### src/hdl/lrusc_pkg.sv
// shared types and constants for the lru set-associative cache simulator
// used by lrusc_way_select and lru_set_assoc_cache_sim; depends on nothing
package lrusc_pkg;

  // default geometry
  localparam int DEF_MAX_SET_BITS = 6;
  localparam int DEF_MAX_WAYS     = 8;
  localparam int DEF_ADDR_WIDTH   = 64;

  // configuration register widths and reset values
  localparam int SET_BITS_W   = 3;
  localparam int BLOCK_BITS_W = 6;
  localparam int WAYS_W       = 4;
  localparam int CFG_INDEX_W  = 2;
  localparam int CFG_DATA_W   = 6;

  localparam logic [SET_BITS_W-1:0]   SET_BITS_RST   = 3'd4;
  localparam logic [BLOCK_BITS_W-1:0] BLOCK_BITS_RST = 6'd4;
  localparam logic [WAYS_W-1:0]       WAYS_RST       = 4'd1;

  // configuration register indexes
  localparam logic [CFG_INDEX_W-1:0] CFG_SET_BITS   = 2'd0;
  localparam logic [CFG_INDEX_W-1:0] CFG_BLOCK_BITS = 2'd1;
  localparam logic [CFG_INDEX_W-1:0] CFG_WAYS       = 2'd2;

  // access kinds
  typedef enum logic [1:0] {
    KIND_FETCH  = 2'd0,
    KIND_LOAD   = 2'd1,
    KIND_STORE  = 2'd2,
    KIND_MODIFY = 2'd3
  } kind_t;

  // control sequence
  typedef enum logic {
    ST_IDLE = 1'b0,
    ST_EVAL = 1'b1
  } state_t;

  // lookup outcome for one set
  typedef struct packed {
    logic hit;
    logic evict;
  } lookup_t;

endpackage

### src/hdl/lrusc_way_select.sv
// hit detection, victim choice and lru age update for one set row
// depends on lrusc_pkg for default geometry and the lookup outcome struct
module lrusc_way_select #(
  parameter int MAX_WAYS   = lrusc_pkg::DEF_MAX_WAYS,
  parameter int ADDR_WIDTH = lrusc_pkg::DEF_ADDR_WIDTH,
  parameter int WAY_W      = (MAX_WAYS > 1) ? $clog2(MAX_WAYS) : 1
) (
  input  logic [MAX_WAYS-1:0]                  in_use,
  input  logic [MAX_WAYS-1:0]                  valid,
  input  logic [MAX_WAYS-1:0][WAY_W-1:0]       age,
  input  logic [MAX_WAYS-1:0][ADDR_WIDTH-1:0]  tag,
  input  logic [ADDR_WIDTH-1:0]                key,
  output logic [WAY_W-1:0]                     victim,
  output logic [MAX_WAYS-1:0]                  valid_next,
  output logic [MAX_WAYS-1:0][WAY_W-1:0]       age_next,
  output lrusc_pkg::lookup_t                   result
);

  localparam logic [WAY_W-1:0] AGE_MAX = WAY_W'(MAX_WAYS - 1);

  logic             hit;
  logic [WAY_W-1:0] hit_way;
  logic [WAY_W-1:0] hit_age;
  logic             free;
  logic [WAY_W-1:0] free_way;
  logic [WAY_W-1:0] best_way;
  logic [WAY_W-1:0] best_age;

  // first matching in-use way
  always_comb begin
    hit     = 1'b0;
    hit_way = '0;
    for (int w = 0; w < MAX_WAYS; w++) begin
      if (!hit && in_use[w] && valid[w] && (tag[w] == key)) begin
        hit     = 1'b1;
        hit_way = WAY_W'(w);
      end
    end
    hit_age = age[hit_way];
  end

  // lowest free way, and oldest valid way with ties to the lowest
  always_comb begin
    free     = 1'b0;
    free_way = '0;
    best_way = '0;
    best_age = age[0];
    for (int w = 0; w < MAX_WAYS; w++) begin
      if (!free && in_use[w] && !valid[w]) begin
        free     = 1'b1;
        free_way = WAY_W'(w);
      end
    end
    for (int w = 1; w < MAX_WAYS; w++) begin
      if (in_use[w] && valid[w] && (age[w] > best_age)) begin
        best_age = age[w];
        best_way = WAY_W'(w);
      end
    end
  end

  // chosen way for this access
  always_comb begin
    priority if (hit) begin
      victim = hit_way;
    end else if (free) begin
      victim = free_way;
    end else begin
      victim = best_way;
    end
  end

  // chosen way becomes most recent, valid lines younger than the hit (all on a miss) age by one, saturating
  always_comb begin
    for (int w = 0; w < MAX_WAYS; w++) begin
      valid_next[w] = valid[w];
      age_next[w]   = age[w];
      if (WAY_W'(w) == victim) begin
        valid_next[w] = 1'b1;
        age_next[w]   = '0;
      end else if (in_use[w] && valid[w] && (!hit || (age[w] < hit_age))
                   && (age[w] < AGE_MAX)) begin
        age_next[w] = age[w] + 1'b1;
      end
    end
  end

  assign result.hit   = hit;
  assign result.evict = !hit && !free;

endmodule
### config.mk
export PLATFORM = sky130hd
export DESIGN_NAME = lrusc_way_select
export DESIGN_NICKNAME = d
export VERILOG_FILES = /design/src/hdl/lrusc_pkg.sv /design/src/hdl/lrusc_way_select.sv
export SDC_FILE = /design/constraint.sdc
export NUM_CORES = 1
export LEC_CHECK = 0
export ABC_CLOCK_PERIOD_IN_PS = 11950
export BUFFER_PORTS_ARGS = -buffer_cell sky130_fd_sc_hd__buf_2
export CORE_AREA = 2 2 251 253
export DETAILED_ROUTE_END_ITERATION = 10
export DIE_AREA = 0 0 253 255
export PLACE_DENSITY = 0.4
export SYNTH_ARGS = -nofsm -noshare
export SYNTH_HDL_FRONTEND = slang
export SYNTH_SLANG_ARGS = --single-unit
### constraint.sdc
create_clock -name vclk -period 11.95
set_input_delay 0.5975 -clock vclk [all_inputs]
set_output_delay 0.5975 -clock vclk [all_outputs]
set_load 0.005 [all_outputs]
==> impl_metrics.env, run 1 <==
export IMPL_status="complete, no violations"
export IMPL_grt_max_degree=17
export IMPL_io_buffers=653
export IMPL_floorplan_die_area_mm2=0.0645
export IMPL_drv_cap=0
export IMPL_rows=92
export IMPL_setup_slack_ns=0.688
export IMPL_antenna_found_initial=26
export IMPL_grt_pass1_wl_um=130000
export IMPL_postCtsHoldBufs=0
export IMPL_tightest_slew_ns=1.24
export IMPL_path_max_fanout=8
export IMPL_design_seq_count=0
export IMPL_fp_dieW_um=253
export IMPL_dr_pass1_iters=5
export IMPL_slowest_stage="mux2_2"
export IMPL_vdd_drop_max_v=0.0000329
export IMPL_crit_type="primary input to output port"
export IMPL_clock_buffers=0
export IMPL_postLayoutCoreUtil_pct=24.5
export IMPL_initial_utilization_pct=17.9
export IMPL_vias=16400
export IMPL_post_drt_wl_per_cell_um=32.3
export IMPL_fmax_ghz=0.0888
export IMPL_slew_viol_final=0
export IMPL_max_stage_delay_ns=0.39
export IMPL_die_height_um=255
export IMPL_grt_overflow=0
export IMPL_yosysWarnings=0
export IMPL_critPathLaunchType="primary input"
export IMPL_drtIter0Drc=1628
export IMPL_crit_required_ns=11.35
export IMPL_drc=0
export IMPL_arrival_ns=10.66
export IMPL_syn_area_mm2=0.0111
export IMPL_regArea_um2=0
export IMPL_fin_area_mm2=0.0153
export IMPL_fillers=7164
export IMPL_area_growth_synth_to_final_pct=36.9
export IMPL_core_area_mm2=0.0622
export IMPL_multiInputGateArea_mm2=0.0105
export IMPL_grt_pass1_vias=16600
export IMPL_relSlewSlack_pct=17.1
export IMPL_post_place_ws_ns=0.161
export IMPL_hold_class="primary input to output port"
export IMPL_postPlaceCellArea_mm2=0.0151
export IMPL_hold_viol_final=0
export IMPL_gp_congestion=0.959
export IMPL_path_common_cell="ha_1"
export IMPL_ios=653
export IMPL_fin_crit_sh_pct=94.2
export IMPL_ant_nets=0
export IMPL_endpoint_kind="output port"
export IMPL_dp_cells=3026
export IMPL_layout_cells_non_filler=3053
export IMPL_drive_above_1_share_pct=32.5
export IMPL_routed_wl_um=98500
export IMPL_synth_sequential_area_ratio_pct=0
export IMPL_syn_nets=2292
export IMPL_via_per_inst=5.36
export IMPL_setup_viol=0
export IMPL_power_density_mw_per_mm2=43.0
export IMPL_avgSynthCellArea_um2=6.80
export IMPL_grtUsageTotal_pct=29.1
export IMPL_p_leak_nw=6.39
export IMPL_total_power_mw=0.655
export IMPL_netlist_instances=1639
export IMPL_fin_crit_ns=11.26
export IMPL_synth_distinct_cells=80
export IMPL_hpwlAfterDp_um=80400
export IMPL_fin_nets=2886
## worst paths after layout
path | startpoint | endpoint | slack, ns | cells past startpoint
setup / recovery | age[1] | valid_next[5] | 0.69 | 49
hold / removal | valid[3] | valid_next[3] | 1.49 | 3
## per-stage QoR
stage / hold WS (ns) / TNS [ns]
after floorplan: 1.28 / 0
after global placement: 1.47 / 0
after detailed placement: 1.48 / 0
after CTS: 1.48 / 0
after global routing: 1.50 / -0.397
final: 1.49 / 0
## repair_timing
item	in CTS	in global routing
endpoints found under the setup margin	0	34
resized for setup	0	18
setup buffers	0	4
## cells in the final DEF, fill, tap and decap left out, types with 5 or more instances in the layout
| master | instances |
|---|---|
| buf_2 | 653 |
| xor2_1 | 194 |
| xnor2_1 | 193 |
| nand4_1 | 134 |
| nand2b_1 | 118 |
| nor4_1 | 116 |
| nor2b_1 | 106 |
| nor2_1 | 95 |
| inv_1 | 74 |
| nand2_1 | 66 |
| a21oi_1 | 55 |
| nand3_1 | 46 |
| ha_1 | 37 |
| nor3_1 | 36 |
| o21ai_0 | 28 |
| diode_2 | 23 |
| a2111oi_0 | 20 |
| buf_4 | 15 |
| nor4b_1 | 14 |
| or2_2 | 14 |
| and2_1 | 14 |
| o2111ai_1 | 12 |
| mux2i_1 | 10 |
| a31oi_1 | 10 |
| and4_1 | 9 |
| nand4b_1 | 8 |
| or4_1 | 8 |
| mux2_2 | 7 |
| a21o_1 | 7 |
| a211oi_1 | 7 |
| o22ai_1 | 6 |
| and3_1 | 6 |
| nor3b_1 | 5 |
| or3_1 | 5 |
## power by group
part	total [mW]	leakage (nW)	switching, mW	internal [mW]
logic	0.655	6.39	0.406	0.249
registers	0	0	0	0
clock network	0.000000194	0.000146	0	0.000000193
## layer usage
layer | vias up | GRT usage (%) | share of wire (%)
met2 | 1054 | 47.7 | 45
li1 | 7153 | - | -
met1 | 7952 | 36.7 | 40
met4 | 10 | 13.6 | 5.4
met5 | - | 0 | 0.069
met3 | 204 | 5.74 | 9.7
## cell type report
cell class	instances	share of cell area [%]
tap	799	6.55
inverter	75	1.85
multi-input combinational	1488	69.1
antenna	23	0.377
timing repair buffer	668	22.2
## Yosys cell counts, drive strengths merged, types with 4 or more instances
| library cell | n | area share (%) |
|---|---|---|
| and3 | 6 | 0.34 |
| ha | 37 | 4.2 |
| inv | 75 | 2.5 |
| or3b | 7 | 0.55 |
| nand4b | 8 | 0.63 |
| xor2 | 194 | 15 |
| or3 | 5 | 0.28 |
| nand2 | 66 | 2.2 |
| xnor2 | 193 | 15 |
| nor4 | 120 | 7.1 |
| a22o | 4 | 0.31 |
| nand3 | 46 | 2.1 |
| a311oi | 5 | 0.39 |
| a21o | 7 | 0.47 |
| nand2b | 118 | 6.6 |
| maj3 | 4 | 0.36 |
| nand4 | 134 | 7.5 |
| nor3b | 5 | 0.34 |
| and4 | 9 | 0.71 |
| o2111ai | 12 | 0.94 |
| and2 | 15 | 0.84 |
| nor2b | 109 | 6.2 |
| nor2 | 97 | 3.3 |
| o22ai | 6 | 0.34 |
| nor4b | 14 | 1.1 |
| o21bai | 4 | 0.27 |
| o21a | 4 | 0.27 |
| buf | 69 | 3.4 |
| or2 | 15 | 0.84 |
| o31ai | 6 | 0.53 |
| a31oi | 11 | 0.62 |
| a21boi | 4 | 0.27 |
| a21oi | 57 | 2.6 |
| a2111oi | 21 | 1.7 |
| nor3 | 39 | 1.8 |
| o21ai | 29 | 1.3 |
| or4 | 9 | 0.64 |
| mux2i | 10 | 0.90 |
| mux2 | 10 | 1.1 |
| a211oi | 8 | 0.54 |
| clkbuf | 7 | 0.24 |
## critical path, delay by kind of cell
family / cells / cell delay, ns
simple gates: 16 / 2.92
compound gates: 14 / 2.29
mux: 6 / 2.07
fa+ha+maj: 9 / 2.31
buf+inv: 4 / 0.42
## kinds of logic (layout without fill, tap and decap cells)
kind of cell	after synthesis	after routing	share of synthesized area [%]
and+or+nand+nor	836	836	44.3
xor gates and xnor gates	387	387	30.4
AOI/OAI and AO/OA	204	204	12.7
buffers and inverters	151	743	6.20
adders and majority gates	41	41	4.51
muxes	20	20	1.98
other	0	23	0
Note: power is estimated with default switching activity, not from simulation.
==> run 2, diff against run 1 <==
--- a/config.mk
+++ b/config.mk
@@ -7,10 +7,11 @@
 export LEC_CHECK = 0
 export ABC_CLOCK_PERIOD_IN_PS = 11950
 export BUFFER_PORTS_ARGS = -buffer_cell sky130_fd_sc_hd__buf_2
+export CAP_MARGIN = 30
 export CORE_AREA = 2 2 251 253
 export DETAILED_ROUTE_END_ITERATION = 10
 export DIE_AREA = 0 0 253 255
-export PLACE_DENSITY = 0.4
+export PLACE_DENSITY = 0.46
 export SYNTH_ARGS = -nofsm -noshare
 export SYNTH_HDL_FRONTEND = slang
 export SYNTH_SLANG_ARGS = --single-unit
==> run 2 against run 1 <==
- sequential cell count stayed put
- clock-buffer cell count unchanged
- non-clock buffer count is 5 higher
- first-iteration DRC count is 6.8% lower
- wire length is 1.3% lower
- global-route usage is 0.50 points lower
- critical endpoint is now valid_next[3]
- largest power group unchanged
==> impl_metrics.env, run 2 (synthesis results as in run 1) <==
export IMPL_status="complete, no violations"
export IMPL_met2_usage_pct=45.4
export IMPL_fin_nets=2891
export IMPL_hpwlAfterDp_um=79100
export IMPL_grt_pass1_wl_um=126000
export IMPL_drv_cap=0
export IMPL_use_met3_pct=6.91
export IMPL_critPathLaunchType="primary input"
export IMPL_endpoint_kind="output port"
export IMPL_drtIter0Drc=1517
export IMPL_crit_type="primary input to output port"
export IMPL_top_usage_layer="met2"
export IMPL_vdd_drop_max_v=0.0000250
export IMPL_p_leak_nw=6.40
export IMPL_min_from="valid[1]"
export IMPL_fmax_ghz=0.0876
export IMPL_design_seq_count=0
export IMPL_grt_pass1_vias=15700
export IMPL_slew_viol_final=0
export IMPL_holdPathStages=3
export IMPL_ant_nets=0
export IMPL_worstHoldEndpoint="valid_next[1]"
export IMPL_hold_viol_final=0
export IMPL_met1_usage_pct=35.5
export IMPL_path_common_cell="ha_1"
export IMPL_final_common_cell="buf_2"
export IMPL_grt_max_degree=17
export IMPL_tightest_slew_ns=1.14
export IMPL_gp_congestion=0.981
export IMPL_fp_dieW_um=253
export IMPL_die_height_um=255
export IMPL_drc=0
export IMPL_floorplan_die_area_mm2=0.0645
export IMPL_rows=92
export IMPL_crit_required_ns=11.35
export IMPL_area_growth_synth_to_final_pct=36.6
export IMPL_hold_class="primary input to output port"
export IMPL_layout_common_cells="buf_2, xor2_1, xnor2_1"
export IMPL_setup_viol=0
export IMPL_vias=16400
export IMPL_regArea_um2=0
export IMPL_fin_crit_sh_pct=95.5
export IMPL_core_area_mm2=0.0622
export IMPL_relSlewSlack_pct=22.2
export IMPL_max_stage_delay_ns=0.39
export IMPL_ios=653
export IMPL_grtUsageTotal_pct=28.6
export IMPL_fin_setup_tns_ns=0
export IMPL_slowest_stage="mux2_2"
export IMPL_drive_above_1_share_pct=32.3
export IMPL_io_buffers=653
export IMPL_fin_crit_ns=11.42
export IMPL_dr_pass1_iters=5
export IMPL_power_density_mw_per_mm2=43.3
export IMPL_rsz0062_at_grt="no"
export IMPL_grt_overflow=0
export IMPL_initial_utilization_pct=17.9
export IMPL_postCtsHoldBufs=0
export IMPL_whs_ns=1.47
export IMPL_arrival_ns=10.82
export IMPL_postLayoutCoreUtil_pct=24.5
export IMPL_path_max_fanout=8
export IMPL_via_per_inst=5.37
export IMPL_routed_wl_um=97200
export IMPL_post_drt_wl_per_cell_um=31.9
export IMPL_antenna_found_initial=27
export IMPL_clock_buffers=0
==> run 2: metal layers <==
layer	vias to the layer above	share of wire, %
met5	-	0.071
met1	7729	39
met4	12	6.7
met3	283	11
li1	7165	-
met2	1181	43
==> run 2: worst max path at each step <==
stage / startpoint / depth (start not counted) / to
after floorplan: age[1] / 47 / valid_next[7]
after global placement: age[1] / 49 / valid_next[3]
after detailed placement: age[1] / 48 / valid_next[0]
after CTS: age[1] / 48 / valid_next[0]
after global routing: age[2] / 49 / valid_next[3]
final: age[1] / 49 / valid_next[3]
==> run 2: power breakdown <==
part / switching (mW) / internal (mW)
clock: 0 / 0.000000121
sequential: 0 / 0
combinational: 0.411 / 0.247
total: 0.411 / 0.247
==> run 2: cell type report <==
| cell class | instances | area, µm² |
|---|---|---|
| Fill cell | 7151 | 46900 |
| Multi-Input combinational cell | 1488 | 10500 |
| Timing Repair Buffer | 673 | 3420 |
| Tap cell | 799 | 1000 |
| Inverter | 75 | 282 |
| Antenna cell | 15 | 37.5 |
==> run 2: critical path: cells and delay by family <==
family | cells | cell delay, ns
AO/OA/AOI/OAI | 15 | 2.84
multiplexers | 6 | 2.04
AND/OR/NAND/NOR | 15 | 2.48
adder cells (fa/ha/maj) | 9 | 2.46
buffers and inverters | 4 | 0.42
==> run 2: through the flow <==
step / setup slack [ns] / power [mW] / cell area [µm²] / cells
after CTS: 0.253 / 0.640 / 15100 / 3034
after floorplan: 1.38 / 0.323 / 11100 / 1639
after global placement: 0.439 / 0.639 / 15100 / 3032
after detailed placement: 0.279 / 0.636 / 15100 / 3034
after global routing: 0.0524 / 0.696 / 15200 / 3042
final: 0.534 / 0.659 / 15200 / 3050
==> run 2: repair_timing <==
item                       CTS  global route
resized for setup            0             7
setup buffers                0             1
setup endpoints to repair    0            32
==> run 3, diff against run 2 <==
--- a/config.mk
+++ b/config.mk
@@ -11,7 +11,7 @@
 export CORE_AREA = 2 2 251 253
 export DETAILED_ROUTE_END_ITERATION = 10
 export DIE_AREA = 0 0 253 255
-export PLACE_DENSITY = 0.46
+export PLACE_DENSITY = 0.4
 export SYNTH_ARGS = -nofsm -noshare
 export SYNTH_HDL_FRONTEND = slang
 export SYNTH_SLANG_ARGS = --single-unit
==> run 3 against run 2 <==
- non-clock buffer count down 4
- via count up 0.27%
- combinational power down 0.6%
- sequential cell count unchanged
- utilization unchanged
- first-iteration DRC count up 12%
- sequential share of layout area unchanged
- critical path type unchanged
- largest power group unchanged
==> impl_metrics.env, run 3 (synthesis results as in run 1) <==
export IMPL_status="complete, no violations"
export IMPL_die_height_um=255
export IMPL_fin_setup_tns_ns=0
export IMPL_fin_nets=2887
export IMPL_vias=16400
export IMPL_met3_wirelength_um=9030
export IMPL_setup_slack_ns=0.724
export IMPL_holdPathStages=3
export IMPL_regArea_um2=0
export IMPL_arrival_ns=10.63
export IMPL_fin_crit_sh_pct=93.9
export IMPL_final_common_cell="buf_2"
export IMPL_grtUsageTotal_pct=29.1
export IMPL_power_frac_clock_pct=0
export IMPL_min_from="valid[1]"
export IMPL_ant_nets=0
export IMPL_core_area_mm2=0.0622
export IMPL_post_drt_wl_per_cell_um=32.3
export IMPL_power_frac_comb_pct=100.0
export IMPL_vdd_drop_max_v=0.0000394
export IMPL_hold_viol_final=0
export IMPL_p_leak_nw=6.39
export IMPL_wl_met1_um=40000
export IMPL_power_switching_mw=0.408
export IMPL_io_buffers=653
export IMPL_crit_required_ns=11.35
export IMPL_fin_crit_ns=11.23
export IMPL_layout_common_cells="buf_2, xor2_1, xnor2_1"
export IMPL_drive_above_1_share_pct=32.3
export IMPL_max_stage_delay_ns=0.40
export IMPL_ios=653
export IMPL_sw_frac_of_total_pct=62.2
export IMPL_crit_type="primary input to output port"
export IMPL_whs_ns=1.47
export IMPL_power_density_mw_per_mm2=43.0
export IMPL_area_growth_synth_to_final_pct=36.6
export IMPL_slowest_stage="maj3_1"
export IMPL_rows=92
export IMPL_routed_wl_um=98600
export IMPL_dp_cells=3029
export IMPL_wl_met2_um=44000
export IMPL_path_max_fanout=8
export IMPL_fp_dieW_um=253
export IMPL_clock_buffers=0
export IMPL_hold_class="primary input to output port"
export IMPL_floorplan_die_area_mm2=0.0645
export IMPL_via_per_inst=5.38
export IMPL_slew_viol_final=0
export IMPL_fmax_ghz=0.0891
export IMPL_grt_pass1_vias=16700
export IMPL_layout_cells_non_filler=3052
export IMPL_gp_congestion=0.959
export IMPL_design_seq_count=0
export IMPL_grt_max_degree=17
export IMPL_critPathLaunchType="primary input"
export IMPL_initial_utilization_pct=17.9
export IMPL_post_place_ws_ns=0.167
export IMPL_setup_viol=0
export IMPL_postLayoutCoreUtil_pct=24.5
export IMPL_drc=0
export IMPL_antenna_found_initial=28
export IMPL_drtIter0Drc=1706
export IMPL_grt_overflow=0
export IMPL_worstHoldEndpoint="valid_next[1]"
export IMPL_tightest_slew_ns=1.06
export IMPL_dr_pass1_iters=5
export IMPL_p_seq_share_pct=0
export IMPL_internal_power_mw=0.248
export IMPL_top_layer="met5"
export IMPL_endpoint_kind="output port"
export IMPL_drv_cap=0
export IMPL_postCtsHoldBufs=0
export IMPL_relSlewSlack_pct=27.7
export IMPL_grt_pass1_wl_um=131000
export IMPL_hpwlAfterDp_um=80500
export IMPL_path_common_cell="ha_1"
## run 3: final cells by class
type | count | area (µm²)
inverters | 75 | 282
diodes | 21 | 52.6
well taps | 799 | 1000
fillers | 7176 | 46900
repair buffers | 669 | 3390
multi-input cells | 1488 | 10500
## run 3: how the worst max path moves through the flow
stage                      start             to  slack, ns  depth (start not counted)
after floorplan           age[1]  valid_next[7]       1.38                         47
after global placement    age[1]  valid_next[0]       0.36                         48
after detailed placement  age[1]  valid_next[0]       0.17                         48
after CTS                 age[1]  valid_next[0]       0.13                         48
after global routing      age[1]  valid_next[7]     -0.002                         49
final                     age[1]  valid_next[7]       0.72                         49
## run 3: worst max-delay path: cells and delay by family
kind	cells	cell delay [ns]
buffers and inverters	4	0.44
AOI/OAI and AO/OA	15	2.52
adders and majority gates	9	2.46
muxes	6	2.09
and+or+nand+nor	15	2.51
## run 3: power by group through the flow
stage	sequential [mW]	clock [mW]	combinational (mW)
floorplan	0	0	0.323
global route	0	0.000000168	0.694
detailed placement	0	0	0.633
CTS	0	0	0.637
global placement	0	0	0.635
finish	0	0.000000236	0.655
## run 3: layer usage
metal | track usage (%) | up-vias
li1 | - | 7157
met1 | 36.0 | 7945
met2 | 47.6 | 1063
met3 | 6.59 | 230
met4 | 13.9 | 20
met5 | 0 | -
## run 3: stage by stage
step / power [mW] / cell area (µm²)
floorplan: 0.323 / 11100
global placement: 0.635 / 15100
detailed placement: 0.633 / 15100
CTS: 0.637 / 15100
global route: 0.694 / 15200
finish: 0.655 / 15200
## run 3: what timing repair did
action | 4_1_cts | 5_1_grt
setup endpoints to repair | 0 | 33
resized for setup | 0 | 11
buffers inserted | 0 | 2
